--- src/rtl/core/daily_weather_gapfill_runavg_core_defines.svh ---
// Assertion macros shared by the gap-fill running-average core.
// Depends on nothing; included by the modules that carry assertions.
`ifndef DAILY_WEATHER_GAPFILL_RUNAVG_CORE_DEFINES_SVH
`define DAILY_WEATHER_GAPFILL_RUNAVG_CORE_DEFINES_SVH

// Same-cycle implication, disabled while reset is high
`define DWG_ASSERT_IMP(label, clk, rst, ante, cons, msg) \
   label: assert property (@(posedge clk) disable iff (rst) (ante) |-> (cons)) \
      else $error(msg);

// Next-cycle implication, disabled while reset is high
`define DWG_ASSERT_NXT(label, clk, rst, ante, cons, msg) \
   label: assert property (@(posedge clk) disable iff (rst) (ante) |=> (cons)) \
      else $error(msg);

`endif

--- src/rtl/core/dwg_pkg.sv ---
// Shared widths, controller states, command/status structs and helpers
// for the gap-fill running-average core. No dependencies.
`default_nettype none

package dwg_pkg;

   localparam int MAX_WINDOW = 32;
   localparam int PTR_W      = $clog2(MAX_WINDOW);
   localparam int NDAYS_W    = $clog2(MAX_WINDOW + 1);

   localparam int RAW_T_W = 14;
   localparam int OUT_T_W = 15;
   localparam int OFF_W   = 12;
   localparam int PPT_W   = 16;
   localparam int GAIN_W  = 16;
   localparam int DAY_W   = 9;
   localparam int WIN_W   = 6;
   localparam int FILL_W  = OUT_T_W + 1;
   localparam int PROD_W  = PPT_W + GAIN_W;
   localparam int SUM_W   = 20;
   localparam int DIV_BITS  = 19;
   localparam int DIV_CNT_W = $clog2(DIV_BITS);

   localparam int TEMP_LIMIT  = 10000;
   localparam int WIN_RESET   = 7;

   typedef enum logic [2:0] {
      ST_IDLE,
      ST_FILL,
      ST_MEAN,
      ST_SUM,
      ST_DIV_PREP,
      ST_DIVIDE,
      ST_DONE
   } dwg_state_type;

   typedef struct packed {
      logic capture;
      logic fill;
      logic mean;
      logic sum_step;
      logic div_init;
      logic div_step;
      logic load_out;
   } dwg_cmd_type;

   typedef struct packed {
      logic sum_empty;
      logic sum_last;
      logic div_last;
      logic out_free;
   } dwg_sts_type;

   // Clamp a filled temperature to the +/- limit and narrow it
   function automatic logic signed [OUT_T_W-1:0] sat_temp(
      input logic signed [FILL_W-1:0] v
   );
      logic signed [FILL_W-1:0] r;
      begin
         if (v > FILL_W'(TEMP_LIMIT)) begin
            r = FILL_W'(TEMP_LIMIT);
         end else if (v < -FILL_W'(TEMP_LIMIT)) begin
            r = -FILL_W'(TEMP_LIMIT);
         end else begin
            r = v;
         end
         return r[OUT_T_W-1:0];
      end
   endfunction

endpackage

`default_nettype wire

--- src/rtl/core/dwg_ctrl.sv ---
// Sequencing state machine for the gap-fill running-average core.
// Depends on dwg_pkg and the assertion macro header.
`default_nettype none
`include "daily_weather_gapfill_runavg_core_defines.svh"

module dwg_ctrl (
   input  wire logic                clock,
   input  wire logic                reset,
   input  wire logic                req_valid,
   output logic                     req_stall,
   input  wire dwg_pkg::dwg_sts_type sts,
   output dwg_pkg::dwg_cmd_type     cmd
);
   import dwg_pkg::*;

   dwg_state_type state_ff;
   dwg_state_type state_in;

   // State register
   always_ff @(posedge clock) begin
      if (reset) begin
         state_ff <= ST_IDLE;
      end else begin
         state_ff <= state_in;
      end
   end

   // Next state and commands
   always_comb begin
      state_in  = state_ff;
      cmd       = '0;
      req_stall = 1'b1;
      unique case (state_ff)
         ST_IDLE: begin
            req_stall = 1'b0;
            if (req_valid) begin
               cmd.capture = 1'b1;
               state_in    = ST_FILL;
            end
         end
         ST_FILL: begin
            cmd.fill = 1'b1;
            state_in = ST_MEAN;
         end
         ST_MEAN: begin
            cmd.mean = 1'b1;
            state_in = sts.sum_empty ? ST_DONE : ST_SUM;
         end
         ST_SUM: begin
            cmd.sum_step = 1'b1;
            if (sts.sum_last) begin
               state_in = ST_DIV_PREP;
            end
         end
         ST_DIV_PREP: begin
            cmd.div_init = 1'b1;
            state_in     = ST_DIVIDE;
         end
         ST_DIVIDE: begin
            cmd.div_step = 1'b1;
            if (sts.div_last) begin
               state_in = ST_DONE;
            end
         end
         ST_DONE: begin
            if (sts.out_free) begin
               cmd.load_out = 1'b1;
               state_in     = ST_IDLE;
            end
         end
         default: begin
            state_in = ST_IDLE;
         end
      endcase
   end

   `DWG_ASSERT_NXT(a_accept_fill, clock, reset, req_valid && !req_stall, state_ff == ST_FILL, "accepted word did not start the fill step")
   `DWG_ASSERT_IMP(a_load_free, clock, reset, cmd.load_out, sts.out_free, "result loaded over a word still waiting")
   `DWG_ASSERT_IMP(a_sum_nonempty, clock, reset, state_ff == ST_SUM, !sts.sum_empty, "summing with an empty average window")
   `DWG_ASSERT_NXT(a_prep_divide, clock, reset, state_ff == ST_DIV_PREP, state_ff == ST_DIVIDE, "divider prepared but not started")

endmodule

`default_nettype wire

--- src/rtl/core/dwg_datapath.sv ---
// Datapath: input capture, gap fill, mean ring, serial sum, bit-serial
// divider, precipitation scaling and the output register. Uses dwg_pkg.
`default_nettype none

module dwg_datapath (
   input  wire logic                               clock,
   input  wire logic                               reset,
   input  wire dwg_pkg::dwg_cmd_type               cmd,
   output dwg_pkg::dwg_sts_type                    sts,
   input  wire logic                               csr_wr_en,
   input  wire logic [dwg_pkg::WIN_W-1:0]          csr_wr_data,
   input  wire logic signed [dwg_pkg::RAW_T_W-1:0] req_raw_tmax,
   input  wire logic signed [dwg_pkg::RAW_T_W-1:0] req_raw_tmin,
   input  wire logic [dwg_pkg::PPT_W-1:0]          req_raw_ppt,
   input  wire logic                               req_tmax_absent,
   input  wire logic                               req_tmin_absent,
   input  wire logic                               req_ppt_absent,
   input  wire logic signed [dwg_pkg::OFF_W-1:0]   req_offset_tmax,
   input  wire logic signed [dwg_pkg::OFF_W-1:0]   req_offset_tmin,
   input  wire logic [dwg_pkg::GAIN_W-1:0]         req_precip_gain,
   input  wire logic [dwg_pkg::DAY_W-1:0]          req_day_number,
   input  wire logic                               req_year_start,
   output logic                                    rsp_valid,
   input  wire logic                               rsp_stall,
   output logic signed [dwg_pkg::OUT_T_W-1:0]      rsp_tmax_out,
   output logic signed [dwg_pkg::OUT_T_W-1:0]      rsp_tmin_out,
   output logic signed [dwg_pkg::OUT_T_W-1:0]      rsp_tmean_out,
   output logic signed [dwg_pkg::OUT_T_W-1:0]      rsp_trun_avg,
   output logic [dwg_pkg::PPT_W-1:0]               rsp_ppt_filled,
   output logic [dwg_pkg::PPT_W-1:0]               rsp_ppt_scaled
);
   import dwg_pkg::*;

   // Configuration
   logic [WIN_W-1:0]   win_cfg_ff;
   logic [NDAYS_W-1:0] win_clamp;
   logic [NDAYS_W-1:0] ndays_calc;

   // Captured word
   logic signed [RAW_T_W-1:0] rtmax_ff, rtmin_ff;
   logic                      tmax_abs_ff, tmin_abs_ff;
   logic signed [OFF_W-1:0]   otmax_ff, otmin_ff;
   logic [PPT_W-1:0]          ppt_ff;
   logic [GAIN_W-1:0]         gain_ff;
   logic [NDAYS_W-1:0]        win_ff;
   logic [NDAYS_W-1:0]        ndays_ff;

   // Filled temperatures; they also serve as yesterday's values
   logic signed [OUT_T_W-1:0] tmax_ff, tmin_ff, tmax_in, tmin_in;
   logic signed [OUT_T_W-1:0] mean_ff, mean_in;
   logic [PROD_W-1:0]         prod_ff;
   logic [PPT_W-1:0]          scaled_ff, scaled_in;

   // Mean ring
   logic signed [OUT_T_W-1:0] ring_ff [MAX_WINDOW];
   logic [MAX_WINDOW-1:0]     ring_vld_ff;
   logic [PTR_W-1:0]          ptr_ff, ptr_in;
   logic [NDAYS_W-1:0]        ptr_inc;

   // Serial sum
   logic signed [SUM_W-1:0]   sum_ff, sum_in;
   logic [PTR_W-1:0]          idx_ff;
   logic signed [OUT_T_W-1:0] entry;

   // Bit-serial divider
   logic [NDAYS_W-1:0]   rem_ff, rem_in;
   logic [DIV_BITS-1:0]  quo_ff, quo_in;
   logic                 neg_ff;
   logic [DIV_CNT_W-1:0] cnt_ff;
   logic [NDAYS_W:0]     rem_sh;
   logic [SUM_W-1:0]     sum_mag;
   logic signed [OUT_T_W-1:0] avg;

   logic rsp_valid_ff;

   // Clamp window and pick the number of averaged days
   always_comb begin
      if (win_cfg_ff == '0) begin
         win_clamp = NDAYS_W'(1);
      end else if (NDAYS_W'(win_cfg_ff) > NDAYS_W'(MAX_WINDOW)) begin
         win_clamp = NDAYS_W'(MAX_WINDOW);
      end else begin
         win_clamp = NDAYS_W'(win_cfg_ff);
      end
      if (req_day_number < DAY_W'(win_clamp)) begin
         ndays_calc = req_day_number[NDAYS_W-1:0];
      end else begin
         ndays_calc = win_clamp;
      end
   end

   // Configuration register
   always_ff @(posedge clock) begin
      if (reset) begin
         win_cfg_ff <= WIN_W'(WIN_RESET);
      end else if (csr_wr_en) begin
         win_cfg_ff <= csr_wr_data;
      end
   end

   // Capture the accepted word
   always_ff @(posedge clock) begin
      if (cmd.capture) begin
         rtmax_ff    <= req_raw_tmax;
         rtmin_ff    <= req_raw_tmin;
         tmax_abs_ff <= req_tmax_absent;
         tmin_abs_ff <= req_tmin_absent;
         otmax_ff    <= req_offset_tmax;
         otmin_ff    <= req_offset_tmin;
         ppt_ff      <= req_ppt_absent ? '0 : req_raw_ppt;
         gain_ff     <= req_precip_gain;
         win_ff      <= win_clamp;
         ndays_ff    <= ndays_calc;
      end
   end

   // Fill missing values, add offsets, saturate
   always_comb begin
      logic signed [OUT_T_W-1:0] sel_max, sel_min;
      sel_max = tmax_abs_ff ? tmax_ff : OUT_T_W'(rtmax_ff);
      sel_min = tmin_abs_ff ? tmin_ff : OUT_T_W'(rtmin_ff);
      tmax_in = sat_temp(FILL_W'(sel_max) + FILL_W'(otmax_ff));
      tmin_in = sat_temp(FILL_W'(sel_min) + FILL_W'(otmin_ff));
   end

   always_ff @(posedge clock) begin
      if (reset) begin
         tmax_ff <= '0;
         tmin_ff <= '0;
      end else if (cmd.fill) begin
         tmax_ff <= tmax_in;
         tmin_ff <= tmin_in;
      end
   end

   always_ff @(posedge clock) begin
      if (cmd.fill) begin
         prod_ff <= PROD_W'(ppt_ff) * PROD_W'(gain_ff);
      end
   end

   // Floor mean, scaled precipitation, next ring slot
   always_comb begin
      logic signed [FILL_W-1:0] tsum;
      tsum    = FILL_W'(tmax_ff) + FILL_W'(tmin_ff);
      mean_in = tsum[FILL_W-1:1];
      if (|prod_ff[PROD_W-1:PPT_W+8]) begin
         scaled_in = '1;
      end else begin
         scaled_in = prod_ff[PPT_W+7:8];
      end
      ptr_inc = NDAYS_W'(ptr_ff) + NDAYS_W'(1);
      ptr_in  = (ptr_inc < win_ff) ? ptr_inc[PTR_W-1:0] : '0;
   end

   always_ff @(posedge clock) begin
      if (cmd.mean) begin
         mean_ff   <= mean_in;
         scaled_ff <= scaled_in;
         ring_ff[ptr_ff] <= mean_in;
      end
   end

   // Ring valid bits and write pointer
   always_ff @(posedge clock) begin
      if (reset) begin
         ring_vld_ff <= '0;
         ptr_ff      <= '0;
      end else if (cmd.capture && req_year_start) begin
         ring_vld_ff <= '0;
         ptr_ff      <= '0;
      end else if (cmd.mean) begin
         ring_vld_ff[ptr_ff] <= 1'b1;
         ptr_ff              <= ptr_in;
      end
   end

   // Accumulate ring entries, one per cycle
   always_comb begin
      entry  = ring_vld_ff[idx_ff] ? ring_ff[idx_ff] : '0;
      sum_in = sum_ff + SUM_W'(entry);
   end

   always_ff @(posedge clock) begin
      if (cmd.mean) begin
         sum_ff <= '0;
         idx_ff <= '0;
      end else if (cmd.sum_step) begin
         sum_ff <= sum_in;
         idx_ff <= idx_ff + PTR_W'(1);
      end
   end

   // Restoring division of the magnitude, one quotient bit per cycle
   always_comb begin
      sum_mag = sum_ff[SUM_W-1] ? -sum_ff : sum_ff;
      rem_sh  = {rem_ff, quo_ff[DIV_BITS-1]};
      if (rem_sh >= (NDAYS_W+1)'(ndays_ff)) begin
         rem_in = NDAYS_W'(rem_sh - (NDAYS_W+1)'(ndays_ff));
         quo_in = {quo_ff[DIV_BITS-2:0], 1'b1};
      end else begin
         rem_in = rem_sh[NDAYS_W-1:0];
         quo_in = {quo_ff[DIV_BITS-2:0], 1'b0};
      end
   end

   always_ff @(posedge clock) begin
      if (cmd.div_init) begin
         rem_ff <= '0;
         quo_ff <= sum_mag[DIV_BITS-1:0];
         neg_ff <= sum_ff[SUM_W-1];
         cnt_ff <= '0;
      end else if (cmd.div_step) begin
         rem_ff <= rem_in;
         quo_ff <= quo_in;
         cnt_ff <= cnt_ff + DIV_CNT_W'(1);
      end
   end

   // Sign the quotient; an empty window averages to zero
   always_comb begin
      if (ndays_ff == '0) begin
         avg = '0;
      end else if (neg_ff) begin
         avg = -quo_ff[OUT_T_W-1:0];
      end else begin
         avg = quo_ff[OUT_T_W-1:0];
      end
   end

   // Output word register
   always_ff @(posedge clock) begin
      if (reset) begin
         rsp_valid_ff <= 1'b0;
      end else if (cmd.load_out) begin
         rsp_valid_ff <= 1'b1;
      end else if (!rsp_stall) begin
         rsp_valid_ff <= 1'b0;
      end
   end

   always_ff @(posedge clock) begin
      if (cmd.load_out) begin
         rsp_tmax_out   <= tmax_ff;
         rsp_tmin_out   <= tmin_ff;
         rsp_tmean_out  <= mean_ff;
         rsp_trun_avg   <= avg;
         rsp_ppt_filled <= ppt_ff;
         rsp_ppt_scaled <= scaled_ff;
      end
   end

   assign rsp_valid = rsp_valid_ff;

   // Status to the controller
   always_comb begin
      sts.sum_empty = (ndays_ff == '0);
      sts.sum_last  = ((NDAYS_W'(idx_ff) + NDAYS_W'(1)) == ndays_ff);
      sts.div_last  = (cnt_ff == DIV_CNT_W'(DIV_BITS - 1));
      sts.out_free  = !rsp_valid_ff || !rsp_stall;
   end

endmodule

`default_nettype wire

--- src/rtl/core/daily_weather_gapfill_runavg_core.sv ---
// An accepted word steps through the fill, mean, sum, divide-prep, divide and done
// states to rsp_valid; N = min(day, window) days are averaged, and when N is 0 the
// sum and divide are skipped. A new word is taken only once the last is loaded; the
// pace is set by the serial ring sum (one entry a cycle) and 19-step bit-serial divider.
// Reset (synchronous, active high) clears the ring valid bits, pointer, held temperatures,
// window register (to 7) and the output valid.
`default_nettype none

module daily_weather_gapfill_runavg_core (
   input  wire logic                               clock,
   input  wire logic                               reset,
   input  wire logic                               csr_wr_en,
   input  wire logic [dwg_pkg::WIN_W-1:0]          csr_wr_data,
   input  wire logic                               req_valid,
   output logic                                    req_stall,
   input  wire logic signed [dwg_pkg::RAW_T_W-1:0] req_raw_tmax,
   input  wire logic signed [dwg_pkg::RAW_T_W-1:0] req_raw_tmin,
   input  wire logic [dwg_pkg::PPT_W-1:0]          req_raw_ppt,
   input  wire logic                               req_tmax_absent,
   input  wire logic                               req_tmin_absent,
   input  wire logic                               req_ppt_absent,
   input  wire logic signed [dwg_pkg::OFF_W-1:0]   req_offset_tmax,
   input  wire logic signed [dwg_pkg::OFF_W-1:0]   req_offset_tmin,
   input  wire logic [dwg_pkg::GAIN_W-1:0]         req_precip_gain,
   input  wire logic [dwg_pkg::DAY_W-1:0]          req_day_number,
   input  wire logic                               req_year_start,
   output logic                                    rsp_valid,
   input  wire logic                               rsp_stall,
   output logic signed [dwg_pkg::OUT_T_W-1:0]      rsp_tmax_out,
   output logic signed [dwg_pkg::OUT_T_W-1:0]      rsp_tmin_out,
   output logic signed [dwg_pkg::OUT_T_W-1:0]      rsp_tmean_out,
   output logic signed [dwg_pkg::OUT_T_W-1:0]      rsp_trun_avg,
   output logic [dwg_pkg::PPT_W-1:0]               rsp_ppt_filled,
   output logic [dwg_pkg::PPT_W-1:0]               rsp_ppt_scaled
);
   import dwg_pkg::*;

   dwg_cmd_type cmd;
   dwg_sts_type sts;

   // Sequencer
   dwg_ctrl u_ctrl (
      .clock     (clock),
      .reset     (reset),
      .req_valid (req_valid),
      .req_stall (req_stall),
      .sts       (sts),
      .cmd       (cmd)
   );

   // Arithmetic and storage
   dwg_datapath u_datapath (
      .clock           (clock),
      .reset           (reset),
      .cmd             (cmd),
      .sts             (sts),
      .csr_wr_en       (csr_wr_en),
      .csr_wr_data     (csr_wr_data),
      .req_raw_tmax    (req_raw_tmax),
      .req_raw_tmin    (req_raw_tmin),
      .req_raw_ppt     (req_raw_ppt),
      .req_tmax_absent (req_tmax_absent),
      .req_tmin_absent (req_tmin_absent),
      .req_ppt_absent  (req_ppt_absent),
      .req_offset_tmax (req_offset_tmax),
      .req_offset_tmin (req_offset_tmin),
      .req_precip_gain (req_precip_gain),
      .req_day_number  (req_day_number),
      .req_year_start  (req_year_start),
      .rsp_valid       (rsp_valid),
      .rsp_stall       (rsp_stall),
      .rsp_tmax_out    (rsp_tmax_out),
      .rsp_tmin_out    (rsp_tmin_out),
      .rsp_tmean_out   (rsp_tmean_out),
      .rsp_trun_avg    (rsp_trun_avg),
      .rsp_ppt_filled  (rsp_ppt_filled),
      .rsp_ppt_scaled  (rsp_ppt_scaled)
   );

endmodule

`default_nettype wire
--- config.mk ---
export PLATFORM = sky130hd
export DESIGN_NAME = daily_weather_gapfill_runavg_core
export DESIGN_NICKNAME = d
export VERILOG_FILES = /design/src/rtl/core/dwg_pkg.sv /design/src/rtl/core/dwg_ctrl.sv /design/src/rtl/core/dwg_datapath.sv /design/src/rtl/core/daily_weather_gapfill_runavg_core.sv
export VERILOG_INCLUDE_DIRS = /design/src /design/src/rtl/core
export SDC_FILE = /design/constraint.sdc
export NUM_CORES = 2
export LEC_CHECK = 0
export ABC_AREA = 1
export BUFFER_PORTS_ARGS = -buffer_cell sky130_fd_sc_hd__buf_2
export CAP_MARGIN = 20
export CORE_ASPECT_RATIO = 0.9
export CORE_MARGIN = 2
export CORE_UTILIZATION = 45
export CTS_CLUSTER_DIAMETER = 200
export DETAILED_ROUTE_END_ITERATION = 16
export PLACE_DENSITY = 0.75
export SYNTH_ARGS = -nofsm -noshare
export SYNTH_HDL_FRONTEND = slang
export SYNTH_SLANG_ARGS = --single-unit
--- constraint.sdc ---
create_clock -name clock -period 7.4 [get_ports clock]
set_clock_uncertainty 0.15 [all_clocks]
set_input_delay 1.85 -clock clock [delete_from_list [all_inputs] [get_ports clock]]
set_output_delay 1.85 -clock clock [all_outputs]
set_load 0.01 [all_outputs]
Word-level counts from Yosys, hierarchy flattened. Memory sizes are Yosys's and may differ from the RTL's. A register that Yosys moved wholly into a read port is not among the register bits. Cells that the tools add are included.

Bits in registers: 386. Bits in latches: 0. RAM bits: 480. Memory bits (read-only): 0. Input port bits: 108. Output and inout port bits: 94. Word-level logic and storage cells: 125. Memories kept: 1.

Add/subtract/negate cells: 11. Multipliers: 1. Divide/modulo/power cells: 0. $lt $le $gt $ge: 11. Eq/ne operators: 13. Shift operators: 0. Multiplexer cells: 43. Bitwise gates (word level): 1. Reductions and logical operators: 12.

Memories: u_datapath.ring_ff (words 32, width 15, rd ports 1, clocked after Yosys merged registers in 1, wr ports 1, RTL line dwg_datapath.sv:55) `logic signed [OUT_T_W-1:0] ring_ff [MAX_WINDOW];`.

Operators by type and width (number): two-way mux 15 bit (8); two-way mux 19 bit (3); adder 15 x 12 -> 16 bit (2); > comparator 16 x 15 -> 1 bit (second input constant) (2); less-than comparator 16 x 15 -> 1 bit (second input constant) (2); multiplier 16 x 16 -> 32 bit (1); bitwise OR 32 bit (1); two-way mux 6 bit (4); one-hot mux 3 bit (7 select lines) (1); adder 20 x 15 -> 20 bit (1); negator 19 bit (1); two-way mux 1 bit (17); adder 15 x 15 -> 16 bit (1); two-way mux 3 bit (5); two-way mux 5 bit (3); negator 15 bit (1); adder 5 x 1 -> 6 bit (second input constant) (2); logical NOT 6 bit (2); less-than comparator 5 x 6 -> 1 bit (second input constant) (2); adder 5 x 1 -> 5 bit (second input constant) (2); == test 3 bit (second input constant) (3); less-than comparator 9 x 6 -> 1 bit (1); inequality test 2 bit (second input constant) (4); OR reduction 8 bit (1); other kinds (19) (22).

Logic depth before layout (Yosys ltp).
Depth after elaboration: 5. Depth in mapped cells: 27. Mapped depth without buffers: 25.

Cells and area by module. Synthesis repeated with hierarchy kept, for this count alone.

Cells, all modules: 4462. Area total of the unflattened synthesis: 45890.3 um2.

By module, submodules not included: dwg_datapath (times used 1, cells each 4415, area each 45626.3 um2, sequential area each 24673.7 um2); dwg_ctrl (times used 1, cells each 47, area each 264.0 um2, sequential area each 60.1 um2).

Least setup slack after synthesis. OpenSTA, ideal clock, no wires.

Path kind: input -> register. Start: in req_valid. End: reg u_datapath.ptr_ff[3]. Library setup time: 0.128 ns. Data arrival time: 6.825 ns. Required time: 7.122 ns. Setup slack: 0.297 ns. Stages: 6. Buffers on the path: 1. Path through: inv_1 -> nor2_1 -> nand2_1 -> nand2_1 -> clkbuf_1 -> nor2_1.

RTL lines: from (decl) (RTL line daily_weather_gapfill_runavg_core.sv:14) `input wire logic req_valid,`; to (signal assigned) (RTL line dwg_datapath.sv:174) `ptr_ff <= ptr_in;`; to (decl) (RTL line dwg_datapath.sv:57) `logic [PTR_W-1:0] ptr_ff, ptr_in;`.

Worst setup path after layout.
Start: reg u_datapath.ppt_ff[6]. End: reg u_datapath.prod_ff[27], data pin.

Longest elaborated chain between the ends: 1.

Ends and longest elaborated chain: from (decl) (RTL line dwg_datapath.sv:43) `logic [PPT_W-1:0] ppt_ff;`; from (signal assigned) (RTL line dwg_datapath.sv:110) `ppt_ff <= req_ppt_absent ? '0 : req_raw_ppt;`; multiplier 16 x 16 -> 32 bit (RTL line dwg_datapath.sv:138) `prod_ff <= PROD_W'(ppt_ff) * PROD_W'(gain_ff);`; to (signal assigned) (RTL line dwg_datapath.sv:138); to (decl) (RTL line dwg_datapath.sv:51) `logic [PROD_W-1:0] prod_ff;`.

No other way between the ends. A chain may end at the register's enable or synchronous reset.

==> run metrics <==
status=completed; asr flop ratio synth=0%; Die Ht=307 µm; clock sinks=863; DRC Markers=0; Pins Over Slew Limit=0; critical path, cell by cell=nand2_1 > inv_1 > fa_1 > inv_1 > fa_1 > fa_1 > inv_1 > fa_1 > fa_1 > inv_1 > fa_1 > inv_1 > ha_1 > a21oi_1 > a21boi_0 > nand2_1 > o21bai_2 > a21boi_1 > nor2_1 > nor2_1 > o21ai_1 > xor2_1; FF/Latch Area=0.0247 mm²; post-synth top area share=48.9%; Min-Delay Path Class=register to register; Hold Slack=0.264 ns; Req. time, crit path=7.65 ns; CP Class=register to register; share of cells above drive strength 1=10.3%; worst r2r path cells=22; I/O Buffers=201; hold_sp=u_datapath.mean_ff[4]; vias in the first global route=32.1k; Final Cycle Share=85.4%; Metal-1 WL=48.8 mm; Routed WL per cell=19.1 µm; DR pass1 iterations=6; Mean Syn Cell Area=10.2 µm²; final worst path period need=6.32 ns; Core Rows=110; core area=0.100 mm²; met2 wire length=52.0 mm; root buffer cell=clkbuf_16; Hold Path End=u_datapath.rsp_tmean_out[4]; cts repair resizes=0; Hold Buf Count CTS=0; Most used DFF post-synth=edfxtp_1; Reg2Reg Setup Slack=1.08 ns; crit-path max FO=17; worst reg2reg path startpoint=u_datapath.ppt_ff[6]; max cap viols=0; die width=340 µm; dpl hpwl=78.0 mm; DR vias=32.9k; RSZ-0062 raised after global routing=false; worst skew pair latency=0.67 ns; total CTS buffers=86; crit end category=register; final setup TNS=0 ns; Buf/Inv on CP=5; CTS tree=yes; YS warnings=0; Starting Density=45.5%; H-tree lvl count=3; synthesis-to-finish area growth=12.2%; # Post-CTS Setup Buffers=0; cell area after synthesis=0.0458 mm²; flops & latches, synth=863; post-route antenna net violation count=0; Routability Congestion=0.919; Layout fillers=8788; IO Count=202; Max Root-Sink Buffers=3; total gr overflow=0; sequential-to-total area share from yosys stat=54.1%; Final Hold Vio Count=0; Syn Inst Count=4469; Highest Clock Rate=158 MHz; Reg clk slew, reported paths=0.06 ns; Final nets=5119; CP max stage delay=0.71 ns; fin util=51.1%; pin count of the biggest net entering global routing=163; top routing layer used=met5; Post-Route WL=115 mm; most used cell, CP=fa_1; CP Launch Type=register; Multi-input gate area=0.0179 mm²; r2r endpoint=u_datapath.prod_ff[27]; unique cell type count in the Yosys netlist=54; top cells by area, synth=edfxtp_1 (49%), fa_1 (8.7%), nand2_1 (6.2%); Via-to-Cell Ratio=5.44; cell family with most CP delay=adder cells; gr usage total=22.0%; global-route wire length before repair=181 mm; die area=0.104 mm²; critical path's slowest cell=edfxtp_1; Synth area leader=edfxtp_1; initial antenna violation count=1; net count after synthesis=4964; number of flops mapped to enable cells by yosys=745; Slew headroom=33.0%; DR WL met3=11.4 mm; drt first-iter violations=3565; Min-Delay Path Depth=0; Worst-Margin Slew=0.998 ns; final setup fails=0; Worst Path Arrival=6.57 ns
## cells in the final DEF (no fill, tap or decap), types with 118 or more instances in the layout
cell / count
nand2_1: 752
ha_1: 189
nor2_1: 485
buf_2: 202
inv_1: 646
edfxtp_1: 745
a21oi_1: 193
nand3_1: 118
o21ai_0: 376
fa_1: 198
## cell type report
| class | count | area share, % |
|---|---|---|
| multi-input cells | 2747 | 34.8 |
| well taps | 1344 | 3.27 |
| inverters | 653 | 4.78 |
| clock buffers | 109 | 4.60 |
| clock inverters | 49 | 1.23 |
| flip-flops and latches | 863 | 48.2 |
| repair buffers | 273 | 3.13 |
| diodes | 1 | 0.00487 |
## cells in the mapped netlist (all sizes together), types with 25 or more instances
master	instances
o21ai	398
clkbuf	170
inv	653
nand2	770
xor2	65
o211ai	32
fa	198
o22ai	25
edfxtp	745
ha	189
dfxtp	118
o221ai	105
nor2	488
nand3	120
nor3	33
a21oi	203
buf	36
## through the flow
stage               setup WS [ns]  area, µm²  cells
floorplan                   0.297      45800   4469
detailed placement           1.09      48300   5877
finish                       1.08      51400   6039
global placement             1.09      48300   5877
global route                0.650      51400   6038
CTS                          1.11      51300   6035
## layer usage
layer / track usage [%] / vias to the layer above
met2: 34.5 / 1575
met1: 31.2 / 15800
met3: 4.08 / 201
met4: 6.92 / 2
met5: 0 / -
li1: - / 15300
## registers in the layout, indices dropped and copies added (netlist names), 16 cells and up, named ones only
signal                     count
u_datapath.gain_ff            16
u_datapath.ppt_ff             16
u_datapath.prod_ff            24
u_datapath.quo_ff             19
u_datapath.ring_ff           480
u_datapath.ring_vld_ff        32
u_datapath.rsp_ppt_filled     16
u_datapath.rsp_ppt_scaled     16
u_datapath.scaled_ff          16
u_datapath.sum_ff             20
## logic make-up after synthesis
family	after synthesis	synth area share [%]
and+or+nand+nor	1456	12.8
xor gates and xnor gates	89	1.72
buffers and inverters	859	7.16
adders and majority gates	387	13.8
DFF	863	54.1
AOI/OAI and AO/OA	815	10.4
## how the worst max path moves through the flow
stage | cells after the start | startpoint | end
2_1_floorplan | 6 | req_valid | u_datapath.ptr_ff[3]
3_3_place_gp | 22 | u_datapath.ppt_ff[6] | u_datapath.prod_ff[29]
3_5_place_dp | 22 | u_datapath.ppt_ff[6] | u_datapath.prod_ff[27]
4_1_cts | 22 | u_datapath.ppt_ff[6] | u_datapath.prod_ff[27]
5_1_grt | 22 | u_datapath.ppt_ff[7] | u_datapath.prod_ff[27]
6_report | 22 | u_datapath.ppt_ff[6] | u_datapath.prod_ff[27]
Power is not shown: default switching activity piles up to over one toggle a cycle in this logic, so the estimate is an artifact.
